File: src/pig_pkg.sv
// Shared types and constants for the primitive index generator.
// No dependencies; every other file but pig_queue imports this package.
`timescale 1ns / 1ps
package pig_pkg;

    // Triangle count field: a strip or fan of at most 66 points gives 64.
    localparam int CNT_W = 7;
    localparam int CFG_IDX_W = 1;

    // Request opcodes
    localparam logic [2:0] OP_TRIANGLE = 3'd0;
    localparam logic [2:0] OP_QUAD     = 3'd1;
    localparam logic [2:0] OP_STRIP    = 3'd2;
    localparam logic [2:0] OP_FAN      = 3'd3;
    localparam logic [2:0] OP_CLEAR    = 3'd4;

    // Result status codes
    localparam logic [2:0] ST_OK   = 3'd0;
    localparam logic [2:0] ST_FEW  = 3'd1;
    localparam logic [2:0] ST_MANY = 3'd2;
    localparam logic [2:0] ST_IOVF = 3'd3;
    localparam logic [2:0] ST_VOVF = 3'd4;

    // Configuration register indexes
    localparam logic [CFG_IDX_W-1:0] CFG_VERTEX_CAP = 1'd0;
    localparam logic [CFG_IDX_W-1:0] CFG_INDEX_CAP  = 1'd1;

    localparam logic [15:0] VERTEX_CAP_RST = 16'd4096;
    localparam logic [15:0] INDEX_CAP_RST  = 16'd6144;

    typedef struct packed {
        logic [2:0]  op;
        logic [15:0] point_count;
    } t_req;

    typedef struct packed {
        logic [2:0]  status;
        logic        tri_valid;
        logic [15:0] base_vertex;
        logic [15:0] index_a;
        logic [15:0] index_b;
        logic [15:0] index_c;
        logic [15:0] vertex_count;
        logic [15:0] index_count;
        logic        last;
    } t_res;

    // Classified request handed from the front end to the back end.
    // ntri of zero means a single result without a triangle.
    typedef struct packed {
        logic [2:0]       status;
        logic             strip;
        logic [CNT_W-1:0] ntri;
        logic [15:0]      base;
        logic [15:0]      vcnt;
        logic [15:0]      icnt;
    } t_cmd;

endpackage

File: src/pig_front.sv
// Front end: capacity registers, pending counters, request checks.
// Depends on pig_pkg.
`timescale 1ns / 1ps
module pig_front #(
    parameter int MAX_POINTS = 66
) (
    input  logic                           i_clk,
    input  logic                           i_rst_n,
    input  logic                           i_cfg_we,
    input  logic [pig_pkg::CFG_IDX_W-1:0]  i_cfg_idx,
    input  logic [15:0]                    i_cfg_data,
    input  logic                           i_accept,
    input  pig_pkg::t_req                  i_req,
    output pig_pkg::t_cmd                  o_cmd
);
    import pig_pkg::*;

    logic [15:0]      r_vcap, r_icap, r_vcnt, r_icnt;
    logic [15:0]      n_vcnt, n_icnt;
    logic [15:0]      nv;
    logic [CNT_W-1:0] ntri;
    logic [CNT_W+1:0] need_idx;
    logic [16:0]      idx_sum, vtx_sum;
    logic             is_sf;

    always_comb begin
        is_sf = (i_req.op == OP_STRIP) || (i_req.op == OP_FAN);
        case (i_req.op)
            OP_TRIANGLE: begin
                nv   = 16'd3;
                ntri = CNT_W'(1);
            end
            OP_QUAD: begin
                nv   = 16'd4;
                ntri = CNT_W'(2);
            end
            default: begin
                nv   = i_req.point_count;
                ntri = i_req.point_count[CNT_W-1:0] - CNT_W'(2);
            end
        endcase
        need_idx = {2'b00, ntri} + {1'b0, ntri, 1'b0};
        idx_sum  = {1'b0, r_icnt} + 17'(need_idx);
        vtx_sum  = {1'b0, r_vcnt} + {1'b0, nv};

        n_vcnt       = r_vcnt;
        n_icnt       = r_icnt;
        o_cmd.status = ST_OK;
        o_cmd.strip  = (i_req.op == OP_STRIP);
        o_cmd.ntri   = '0;
        o_cmd.base   = '0;
        if (i_req.op == OP_CLEAR) begin
            n_vcnt = '0;
            n_icnt = '0;
        end else if (i_req.op > OP_CLEAR) begin
            // unknown opcode: report counters, change nothing
        end else if (is_sf && (i_req.point_count < 16'd3)) begin
            o_cmd.status = ST_FEW;
        end else if (is_sf && (i_req.point_count > 16'(MAX_POINTS))) begin
            o_cmd.status = ST_MANY;
        end else if (idx_sum > {1'b0, r_icap}) begin
            o_cmd.status = ST_IOVF;
        end else if (vtx_sum > {1'b0, r_vcap}) begin
            o_cmd.status = ST_VOVF;
        end else begin
            o_cmd.ntri = ntri;
            o_cmd.base = r_vcnt;
            n_vcnt     = vtx_sum[15:0];
            n_icnt     = idx_sum[15:0];
        end
        o_cmd.vcnt = n_vcnt;
        o_cmd.icnt = n_icnt;
    end

    always_ff @(posedge i_clk) begin
        if (!i_rst_n) begin
            r_vcap <= VERTEX_CAP_RST;
            r_icap <= INDEX_CAP_RST;
            r_vcnt <= '0;
            r_icnt <= '0;
        end else begin
            if (i_cfg_we && (i_cfg_idx == CFG_VERTEX_CAP)) begin
                r_vcap <= i_cfg_data;
            end
            if (i_cfg_we && (i_cfg_idx == CFG_INDEX_CAP)) begin
                r_icap <= i_cfg_data;
            end
            if (i_accept) begin
                r_vcnt <= n_vcnt;
                r_icnt <= n_icnt;
            end
        end
    end

endmodule

File: src/pig_queue.sv
// Short command queue between front and back end, flop based.
// Depends on pig_pkg only by convention; payload width is a parameter.
`timescale 1ns / 1ps
module pig_queue #(
    parameter int WIDTH = 8,
    parameter int DEPTH = 2
) (
    input  logic             i_clk,
    input  logic             i_rst_n,
    input  logic             i_push,
    input  logic [WIDTH-1:0] i_data,
    output logic             o_full,
    input  logic             i_pop,
    output logic             o_empty,
    output logic [WIDTH-1:0] o_data
);
    localparam int PTR_W = (DEPTH > 1) ? $clog2(DEPTH) : 1;
    localparam int CNT_W = $clog2(DEPTH + 1);

    logic [WIDTH-1:0] r_mem [DEPTH];
    logic [PTR_W-1:0] r_wr, r_rd;
    logic [CNT_W-1:0] r_cnt;
    logic             do_push, do_pop;

    assign o_full  = (r_cnt == CNT_W'(DEPTH));
    assign o_empty = (r_cnt == '0);
    assign o_data  = r_mem[r_rd];
    assign do_push = i_push && !o_full;
    assign do_pop  = i_pop && !o_empty;

    always_ff @(posedge i_clk) begin
        if (do_push) begin
            r_mem[r_wr] <= i_data;
        end
    end

    always_ff @(posedge i_clk) begin
        if (!i_rst_n) begin
            r_wr  <= '0;
            r_rd  <= '0;
            r_cnt <= '0;
        end else begin
            if (do_push) begin
                r_wr <= (r_wr == PTR_W'(DEPTH - 1)) ? '0 : r_wr + PTR_W'(1);
            end
            if (do_pop) begin
                r_rd <= (r_rd == PTR_W'(DEPTH - 1)) ? '0 : r_rd + PTR_W'(1);
            end
            if (do_push && !do_pop) begin
                r_cnt <= r_cnt + CNT_W'(1);
            end else if (do_pop && !do_push) begin
                r_cnt <= r_cnt - CNT_W'(1);
            end
        end
    end

endmodule

File: src/pig_back.sv
// Back end: walks a command's triangles and drives the result register.
// Depends on pig_pkg.
`timescale 1ns / 1ps
module pig_back (
    input  logic           i_clk,
    input  logic           i_rst_n,
    input  logic           i_q_empty,
    input  pig_pkg::t_cmd  i_q_data,
    output logic           o_q_pop,
    output logic           o_empty,
    input  logic           i_pop,
    output pig_pkg::t_res  o_res
);
    import pig_pkg::*;

    logic             r_busy, r_out_valid;
    t_cmd             r_cmd;
    logic [CNT_W-1:0] r_t;
    t_res             r_out;
    logic             slot_free, emit, is_last, has_tri;
    logic [15:0]      t_base;
    t_res             n_out;

    assign slot_free = !r_out_valid || i_pop;
    assign emit      = r_busy && slot_free;
    assign o_q_pop   = !r_busy && !i_q_empty;
    assign has_tri   = (r_cmd.ntri != '0);
    assign is_last   = !has_tri || ((r_t + CNT_W'(1)) == r_cmd.ntri);
    assign t_base    = r_cmd.base + {{(16 - CNT_W){1'b0}}, r_t};
    assign o_empty   = !r_out_valid;
    assign o_res     = r_out;

    always_comb begin
        n_out.status       = r_cmd.status;
        n_out.tri_valid    = has_tri;
        n_out.base_vertex  = has_tri ? r_cmd.base : 16'd0;
        n_out.index_a      = !has_tri ? 16'd0 : (r_cmd.strip ? t_base : r_cmd.base);
        n_out.index_b      = has_tri ? t_base + 16'd1 : 16'd0;
        n_out.index_c      = has_tri ? t_base + 16'd2 : 16'd0;
        n_out.vertex_count = r_cmd.vcnt;
        n_out.index_count  = r_cmd.icnt;
        n_out.last         = is_last;
    end

    always_ff @(posedge i_clk) begin
        if (o_q_pop) begin
            r_cmd <= i_q_data;
        end
        if (emit) begin
            r_out <= n_out;
        end
    end

    always_ff @(posedge i_clk) begin
        if (!i_rst_n) begin
            r_busy      <= 1'b0;
            r_out_valid <= 1'b0;
            r_t         <= '0;
        end else begin
            if (o_q_pop) begin
                r_busy <= 1'b1;
                r_t    <= '0;
            end else if (emit) begin
                if (is_last) begin
                    r_busy <= 1'b0;
                end else begin
                    r_t <= r_t + CNT_W'(1);
                end
            end
            if (emit) begin
                r_out_valid <= 1'b1;
            end else if (i_pop) begin
                r_out_valid <= 1'b0;
            end
        end
    end

endmodule

File: src/primitive_index_generator.sv
// Top level of the primitive index generator: front end, command queue, back end.
// Depends on pig_pkg, pig_front, pig_queue and pig_back.
`timescale 1ns / 1ps
// Turns primitive requests (triangle, quad, strip, fan, counter clear) into a
// stream of triangle-list results. The front end checks each request against the
// pending vertex and index counters and the two capacity registers, updates the
// counters in the cycle the request is taken, and queues one command. The back
// end expands that command into one result per triangle (or one status-only
// result) held in an output register. Timing: the front end takes a request per
// cycle while the two-entry command queue has room; the back end loads one
// command, then writes its results into the output register one by one, holding
// while that register is full and not popped, and loads the next command only
// after the last result of the current one has been written. After reset the
// counters are zero, vertex capacity is 4096 and index capacity 6144. The user
// must write capacities via the cfg port while idle; the block does not check it.
module primitive_index_generator #(
    parameter int MAX_POINTS = 66
) (
    input  logic                           i_clk,
    input  logic                           i_rst_n,
    // configuration writes
    input  logic                           i_cfg_we,
    input  logic [pig_pkg::CFG_IDX_W-1:0]  i_cfg_idx,
    input  logic [15:0]                    i_cfg_data,
    // request side
    input  logic                           push,
    output logic                           full,
    input  pig_pkg::t_req                  i_req,
    // result side
    output logic                           empty,
    input  logic                           pop,
    output pig_pkg::t_res                  o_res
);
    import pig_pkg::*;

    logic  accept;
    t_cmd  front_cmd, q_cmd;
    logic  q_empty, q_pop;

    // a request is taken whenever the queue has a free slot
    assign accept = push && !full;

    pig_front #(
        .MAX_POINTS (MAX_POINTS)
    ) u_front (
        .i_clk      (i_clk),
        .i_rst_n    (i_rst_n),
        .i_cfg_we   (i_cfg_we),
        .i_cfg_idx  (i_cfg_idx),
        .i_cfg_data (i_cfg_data),
        .i_accept   (accept),
        .i_req      (i_req),
        .o_cmd      (front_cmd)
    );

    pig_queue #(
        .WIDTH ($bits(t_cmd)),
        .DEPTH (2)
    ) u_queue (
        .i_clk   (i_clk),
        .i_rst_n (i_rst_n),
        .i_push  (accept),
        .i_data  (front_cmd),
        .o_full  (full),
        .i_pop   (q_pop),
        .o_empty (q_empty),
        .o_data  (q_cmd)
    );

    pig_back u_back (
        .i_clk     (i_clk),
        .i_rst_n   (i_rst_n),
        .i_q_empty (q_empty),
        .i_q_data  (q_cmd),
        .o_q_pop   (q_pop),
        .o_empty   (empty),
        .i_pop     (pop),
        .o_res     (o_res)
    );

    // a result that is not the last of its request must carry a triangle
    a_mid_is_tri: assert property (@(posedge i_clk) disable iff (!i_rst_n)
        (!empty && !o_res.last) |-> o_res.tri_valid)
        else $error("non-final result without a triangle");

    // a rejected request gives exactly one status-only result
    a_reject_single: assert property (@(posedge i_clk) disable iff (!i_rst_n)
        (!empty && (o_res.status != ST_OK)) |-> (o_res.last && !o_res.tri_valid))
        else $error("rejected request produced a triangle");

    // consecutive vertices of a generated triangle
    a_tri_order: assert property (@(posedge i_clk) disable iff (!i_rst_n)
        (!empty && o_res.tri_valid) |-> (o_res.index_c == o_res.index_b + 16'd1))
        else $error("triangle indices out of order");

endmodule

File: config.mk
export PLATFORM = sky130hd
export DESIGN_NAME = primitive_index_generator
export DESIGN_NICKNAME = d
export VERILOG_FILES = /design/src/pig_pkg.sv /design/src/pig_front.sv /design/src/pig_queue.sv /design/src/pig_back.sv /design/src/primitive_index_generator.sv
export SDC_FILE = /design/constraint.sdc
export NUM_CORES = 1
export LEC_CHECK = 0
export BUFFER_PORTS_ARGS = -buffer_cell sky130_fd_sc_hd__buf_2
export CELL_PAD_IN_SITES_DETAIL_PLACEMENT = 1
export CELL_PAD_IN_SITES_GLOBAL_PLACEMENT = 1
export CORE_UTILIZATION = 42
export CTS_BUF_LIST = sky130_fd_sc_hd__clkbuf_8 sky130_fd_sc_hd__clkbuf_16
export DETAILED_ROUTE_END_ITERATION = 8
export PLACE_DENSITY = 0.7
export SETUP_SLACK_MARGIN = 0.15
export SLEW_MARGIN = 20
export SYNTH_ARGS = -nofsm -noshare
export SYNTH_HDL_FRONTEND = slang
export SYNTH_SLANG_ARGS = --single-unit
File: constraint.sdc
create_clock -name i_clk -period 16.5 [get_ports i_clk]
set_input_delay 3.3 -clock i_clk [delete_from_list [all_inputs] [get_ports i_clk]]
set_output_delay 3.3 -clock i_clk [all_outputs]
set_load 0.03 [all_outputs]
==> impl_metrics.py, run 1 <==
metrics = {
    "synthesis": {
        "ys_seq_elements": 355,
        "synth-async-reset-ratio": 0,
        "synth_top_cell_area_share": 0.4990,
        "synth-edff-count": 278,
        "ys_types": 60,
        "syn_inst": 1419,
        "syn_area_um2": 16730,
        "yosysWarnings": 0,
        "ys_seq_area_frac": 0.5911,
        "syn_nets": 1538,
        "synth_top_cell_by_area": "edfxtp_1",
        "synth-main-ff-cell": "edfxtp_1",
        "synth.area.top_cells": "edfxtp_1 (50%), dfxtp_1 (9.2%), ha_1 (5.2%)",
        "syn_avg_cell_area_um2": 11.79,
    },
    "power_and_ir_drop": {
        "power_density_nw_per_um2": 162.5,
        "p_clk_frac": 0.262,
        "power.net_switching_w": 0.001069,
        "p_comb_frac": 0.299,
        "power.internal_w": 0.002050,
        "p_sw_frac": 0.3426,
        "leakage_nw": 7.342,
        "p_seq_frac": 0.439,
        "vdd_drop_max_mv": 0.08306,
    },
    "clock_network": {
        "postCtsHoldBufs": 0,
        "cts.clk_slew.worst_paths_ns": 0.06,
        "numCtsBuffers": 38,
        "htreeDepth": 2,
        "cts.sinks": 355,
        "clock-root-buffer": "clkbuf_16",
        "cts_tree": "yes",
        "clockBufferDepth": 3,
        "cts-resized-gates": 0,
        "cts_setup_buffers": 0,
        "clk_latency_ns": 0.55,
    },
    "timing": {
        "relSlewSlack": 0.2341,
        "slew_viol_final": 0,
        "min_period_ns": 9.825,
        "finalSetupViolations": 0,
        "setup_tns_ns": 0,
        "finalCritPeriodShare": 0.5954,
        "worst_pin_slew_ns": 1.137,
        "finClkSkew_ns": 0.01071,
        "fmax_mhz": 101.8,
        "rsz0062_at_grt": "no",
        "hold_violations": 0,
    },
    "worst_hold_path": {
        "hold_depth": 0,
        "hold_class": "reg2reg",
        "min_from": "u_back.n_out[100]",
        "worstHoldEndpoint": "u_back.o_res[100]",
    },
    "cells_and_area": {
        "layout-drive-gt1-share": 0.1816,
        "antennaDiodeCount": 0,
        "fill_cells": 4116,
        "area_growth_syn_to_layout_pct": 14.72,
        "final_cells": 2104,
        "fin_nets": 1675,
    },
    "die": {
        "die_h_um": 201.6,
        "initial_utilization": 0.4289,
        "dieArea_um2": 40630,
        "core_area_um2": 39010,
        "die_width_um": 201.6,
        "ios": 144,
        "rows": 72,
    },
    "outcome": {
        "status": "finished, final reports clean",
    },
    "worst_setup_path": {
        "path_class": "in2reg",
        "worst_r2r_path_depth": 17,
        "r2r_end": "u_front.r_icnt[11]",
        "crit_arrival_ns": 10.31,
        "r2r-start": "u_front.r_vcnt[2]",
        "crit_fanout": 21,
        "crit_path_start_kind": "input pin",
        "reg2reg_slack_ns": 10.14,
        "worstPathRequired_ns": 16.99,
        "end_kind": "flop",
    },
    "detailed_routing": {
        "viasPerCell": 5.260,
        "routed_wl_mm": 41.10,
        "antenna_left": 0,
        "drtIter0Drc": 505,
        "drc": 0,
        "drt_pass1_iterations": 5,
        "vias": 11070,
        "routedWlPerCell_um": 19.53,
    },
    "placed_design": {
        "post-dp-hpwl_mm": 29.27,
        "dp.cells": 2034,
        "io_buffers": 143,
        "gp_congestion": 0.8787,
    },
    "global_routing": {
        "antenna_found_initial": 0,
        "globalRoute.totalOverflow": 0,
        "grt_max_degree": 69,
        "grt.total_usage": 0.2037,
        "grt_pass1_wl_mm": 64.35,
        "grt_pass1_vias": 11810,
    },
    "run": {
        "drv_cap": 0,
    },
}
[cells in the mapped netlist, drive strengths merged (12+ instances only)]
library cell / n
nand2: 159
nand3: 36
o21ai: 40
clkbuf: 44
inv: 67
o21a: 14
buf: 13
xor2: 43
and3: 28
and2: 40
mux2i: 17
edfxtp: 278
a22o: 20
mux2: 60
a21oi: 83
nor2: 111
dfxtp: 77
a211oi: 14
nand4: 12
xnor2: 50
nor3: 25
ha: 70
[worst max-delay path by stage]
stage / startpoint / to / slack [ns]
2_1_floorplan: i_req[18] / u_queue.r_mem[0][16] / 7.74
3_3_place_gp: i_req[18] / u_front.r_icnt[11] / 6.28
3_5_place_dp: i_req[18] / u_front.r_vcnt[4] / 5.89
4_1_cts: i_req[18] / u_front.r_icnt[11] / 6.46
5_1_grt: i_req[18] / u_front.r_vcnt[11] / 6.31
6_report: i_req[18] / u_front.r_icnt[11] / 6.68
[registers in the layout, indices dropped and copies added, names as in the netlist]
register            cells
u_back.r_busy           1
u_front.r_vcnt         16
u_front.r_vcap         16
u_back.r_cmd           24
u_queue.r_cnt           2
u_back.r_out_valid      1
u_front.r_icap         16
u_queue.r_wr            1
u_back.n_out           35
u_front.r_icnt         16
u_queue.r_mem         118
u_back.o_res          101
u_back.r_t              7
u_queue.r_rd            1
[power by group through the flow]
stage | registers, W | logic [W] | clock network (W)
floorplan | 0.00154 | 0.000503 | 0
global placement | 0.00138 | 0.000928 | 0
detailed placement | 0.00139 | 0.000944 | 0
CTS | 0.00137 | 0.000948 | 0.000838
global route | 0.00139 | 0.00102 | 0.000865
finish | 0.00137 | 0.000933 | 0.000816
[cell families after synthesis]
kind of cell             Yosys count  synth area share
flip-flops                       355            0.5911
AO/OA/AOI/OAI                    227           0.08773
AND/OR/NAND/NOR                  463            0.1313
multiplexers                      77           0.05056
XOR/XNOR                          93           0.04869
adder cells (fa/ha/maj)           78           0.06192
buffers and inverters            126           0.02872
[metal layers]
layer  track usage  part of all wire  up-vias
met5             0                 0        -
met4       0.08333             0.033        0
met3       0.02786             0.035       74
met2        0.3601              0.50      223
met1        0.2494              0.43     5395
li1              -                 -     5375
[stage by stage]
step	hold slack [ns]	area [um^2]	power (W)	setup slack, ns	utilization
detailed placement	0.4062	17970	0.002335	5.887	0.4608
floorplan	0.4003	16730	0.002043	7.743	-
global route	0.4231	19190	0.003278	6.310	0.4920
CTS	0.4196	19180	0.003161	6.458	0.4917
finish	0.4180	19190	0.003119	6.675	0.4920
global placement	0.4047	17970	0.002309	6.278	0.4608
[cell type report]
type / count / area, um^2 / area share
Sequential cell: 355 / 9891 / 0.5154
Timing Repair Buffer: 154 / 798.3 / 0.04159
Clock inverter: 28 / 156.4 / 0.008149
Tap cell: 518 / 648.1 / 0.03377
Inverter: 69 / 261.5 / 0.01363
Clock buffer: 42 / 1051 / 0.05476
Multi-Input combinational cell: 938 / 6386 / 0.3327
[layout by cell type (no fill, tap or decap), types with 25 or more instances in the layout]
cell       count
nor2_1       109
inv_1         78
a21oi_1       83
mux2_2        60
and2_1        40
nand3_1       36
xor2_1        43
and3_1        27
ha_1          70
o21ai_0       40
clkbuf_16     42
edfxtp_1     278
dfxtp_1       76
nand2_1      159
xnor2_1       50
buf_2        143
nor3_1        25
[worst max-delay path: stages]
cell	delay [ns]
buf_2	0.15
or2_2	0.46
o21ai_0	0.54
ha_1	0.31
inv_1	0.07
fa_1	0.40
nor2b_1	0.16
o31a_1	0.23
o21ai_0	0.15
o21ai_0	0.32
a221oi_1	0.14
xnor2_1	0.20
ha_1	0.32
nand4_1	0.12
nor4_1	0.44
and3_1	0.25
a41oi_1	0.09
nor4_4	0.58
nand2_1	0.72
nor2_2	1.06
a221o_1	0.28
No activity file was read; power rests on OpenSTA's default activity.
==> inputs of run 2 (changes only) <==
==> constraint.sdc (replaced) <==
create_clock -name i_clk -period 9.9 [get_ports i_clk]
set_input_delay 1.98 -clock i_clk [delete_from_list [all_inputs] [get_ports i_clk]]
set_output_delay 1.98 -clock i_clk [all_outputs]
set_load 0.03 [all_outputs]
==> run 2 against run 1 <==
  * Sequential power is 68% higher
  * Non-clock buffer count is 3 higher
  * Via count is 0.57% higher
  * Highest routed layer unchanged
  * Die area stayed put
==> impl_metrics.py, run 2 (synthesis results as in run 1) <==
metrics = {
    "outcome": {
        "status": "finished, final reports clean",
    },
    "global_routing": {
        "grt_max_degree": 70,
        "grt_pass1_vias": 11640,
        "antenna_found_initial": 0,
        "grt_pass1_wl_mm": 64.98,
        "globalRoute.totalOverflow": 0,
        "grt.total_usage": 0.2080,
    },
    "worst_setup_path": {
        "end_kind": "flop",
        "max_stage_delay_ns": 0.87,
        "path_class": "in2reg",
        "slowest_stage": "nor4_2",
        "crit_arrival_ns": 8.75,
        "crit_path_start_kind": "input pin",
        "worst_r2r_path_depth": 16,
        "reg2reg_slack_ns": 3.77,
        "r2r_end": "u_front.r_icnt[1]",
        "crit_fanout": 20,
        "r2r-start": "u_front.r_vcnt[2]",
        "crit_path_cell_trace": "buf_2 > or2_2 > o21ai_0 > ha_1 > inv_1 > fa_1 > nor2b_1 > o31a_1 > o21ai_0 > o21ai_0 > a221oi_1 > xnor2_1 > ha_1 > nand4_1 > nor4_1 > and3_1 > a41oi_1 > nor4_2 > nand2_1 > nor2_1 > buf_4 > a22o_1",
        "worstPathRequired_ns": 10.39,
        "cpMostUsedCell": "o21ai_0",
    },
    "clock_network": {
        "htreeDepth": 2,
        "cts_tree": "yes",
        "clk_latency_ns": 0.55,
        "numCtsBuffers": 39,
        "cts.sinks": 355,
        "cts_setup_buffers": 0,
        "clockBufferDepth": 3,
        "cts-resized-gates": 0,
        "cts.clk_slew.worst_paths_ns": 0.06,
        "postCtsHoldBufs": 0,
        "clock-root-buffer": "clkbuf_16",
    },
    "detailed_routing": {
        "viasPerCell": 5.282,
        "drt_pass1_iterations": 4,
        "antenna_left": 0,
        "vias": 11130,
        "drc": 0,
        "routed_wl_mm": 41.69,
        "routedWlPerCell_um": 19.79,
        "drtIter0Drc": 513,
    },
    "cells_and_area": {
        "final_util": 0.4938,
        "layout_commonest_cell": "edfxtp_1",
        "final_cell_mix": "edfxtp_1 (278), nand2_1 (159), buf_2 (143), nor2_1 (110), a21oi_1 (83)",
        "final_cells": 2107,
        "largest_reg_flops": 118,
        "fill_cells": 4119,
        "largest_register": "u_queue.r_mem",
        "layout-drive-gt1-share": 0.1831,
        "fin_nets": 1679,
        "multi_input_area_um2": 6375,
        "area_growth_syn_to_layout_pct": 15.14,
        "final-seq-area_um2": 9891,
        "antennaDiodeCount": 0,
    },
    "worst_hold_path": {
        "hold_depth": 0,
        "min_from": "u_back.n_out[13]",
        "hold_class": "reg2reg",
        "worstHoldEndpoint": "u_back.o_res[13]",
    },
    "placed_design": {
        "pre_cts_ws_ns": 1.090,
        "post-dp-hpwl_mm": 29.81,
        "io_buffers": 143,
        "dp.cells": 2037,
        "gp_congestion": 0.8567,
    },
    "die": {
        "dieArea_um2": 40630,
        "rows": 72,
        "die_width_um": 201.6,
        "ios": 144,
        "die_h_um": 201.6,
        "initial_utilization": 0.4289,
        "core_area_um2": 39010,
    },
    "timing": {
        "slew_viol_final": 0,
        "finalCritPeriodShare": 0.8343,
        "fmax_mhz": 121.1,
        "finClkSkew_ns": 0.01904,
        "rsz0062_at_grt": "no",
        "worst_pin_slew_ns": 1.127,
        "setup_slack_ns": 1.641,
        "hold_violations": 0,
        "setup_tns_ns": 0,
        "relSlewSlack": 0.2423,
        "min_period_ns": 8.259,
        "finalSetupViolations": 0,
    },
    "power_and_ir_drop": {
        "leakage_nw": 7.370,
        "power_density_nw_per_um2": 274.6,
        "vdd_drop_max_mv": 0.1021,
        "total_power_w": 0.005289,
    },
    "run": {
        "drv_cap": 0,
    },
}
[run 2: changes by cell type in the layout (fill, tap and decap cells not counted), moves of 3 or more]
cell,change
inv_1,-4
bufinv_16,+3
clkinv_1,+3
buf_4,+3
[run 2: area by class of cell]
class	instances	area share
well taps	518	0.03365
clock inverters	29	0.01254
flip-flops and latches	355	0.5134
multi-input cells	938	0.3309
clock buffers	41	0.05326
repair buffers	157	0.04261
inverters	69	0.01357
[run 2: worst max-delay path: cells and delay by family]
| family | cells | cell delay (ns) |
|---|---|---|
| AO/OA/AOI/OAI | 7 | 1.57 |
| XOR/XNOR | 1 | 0.19 |
| adder cells (fa/ha/maj) | 3 | 1.03 |
| buffers and inverters | 3 | 0.55 |
| AND/OR/NAND/NOR | 8 | 3.39 |
[run 2: where the power goes]
group / internal, W / switching, W
Sequential: 0.00214 / 0.000168
Combinational: 0.000497 / 0.00105
Clock: 0.000854 / 0.000586
[run 2: worst max-delay path by stage]
stage / from / endpoint / cells past startpoint
after CTS: i_req[18] / u_front.r_icnt[1] / 22
after floorplan: i_req[18] / u_queue.r_mem[0][16] / 25
after detailed placement: i_req[18] / u_front.r_icnt[2] / 22
final: i_req[18] / u_front.r_icnt[1] / 22
after global placement: i_req[18] / u_front.r_icnt[5] / 22
after global routing: i_req[18] / u_front.r_icnt[1] / 22
[run 2: metrics by stage]
| stage | hold slack, ns | instance area [um^2] |
|---|---|---|
| 4_1_cts | 0.4141 | 19260 |
| 3_5_place_dp | 0.4057 | 17990 |
| 6_report | 0.4118 | 19260 |
| 5_1_grt | 0.4250 | 19260 |
| 2_1_floorplan | 0.4003 | 16730 |
| 3_3_place_gp | 0.4043 | 17990 |
[run 2: metal layers]
layer,track usage,vias up,routed length [um]
met1,0.2559,5499,18170
met4,0.09091,0,1525
met2,0.3661,182,20920
met5,0,-,0
met3,0.02543,72,1082
li1,-,5377,-
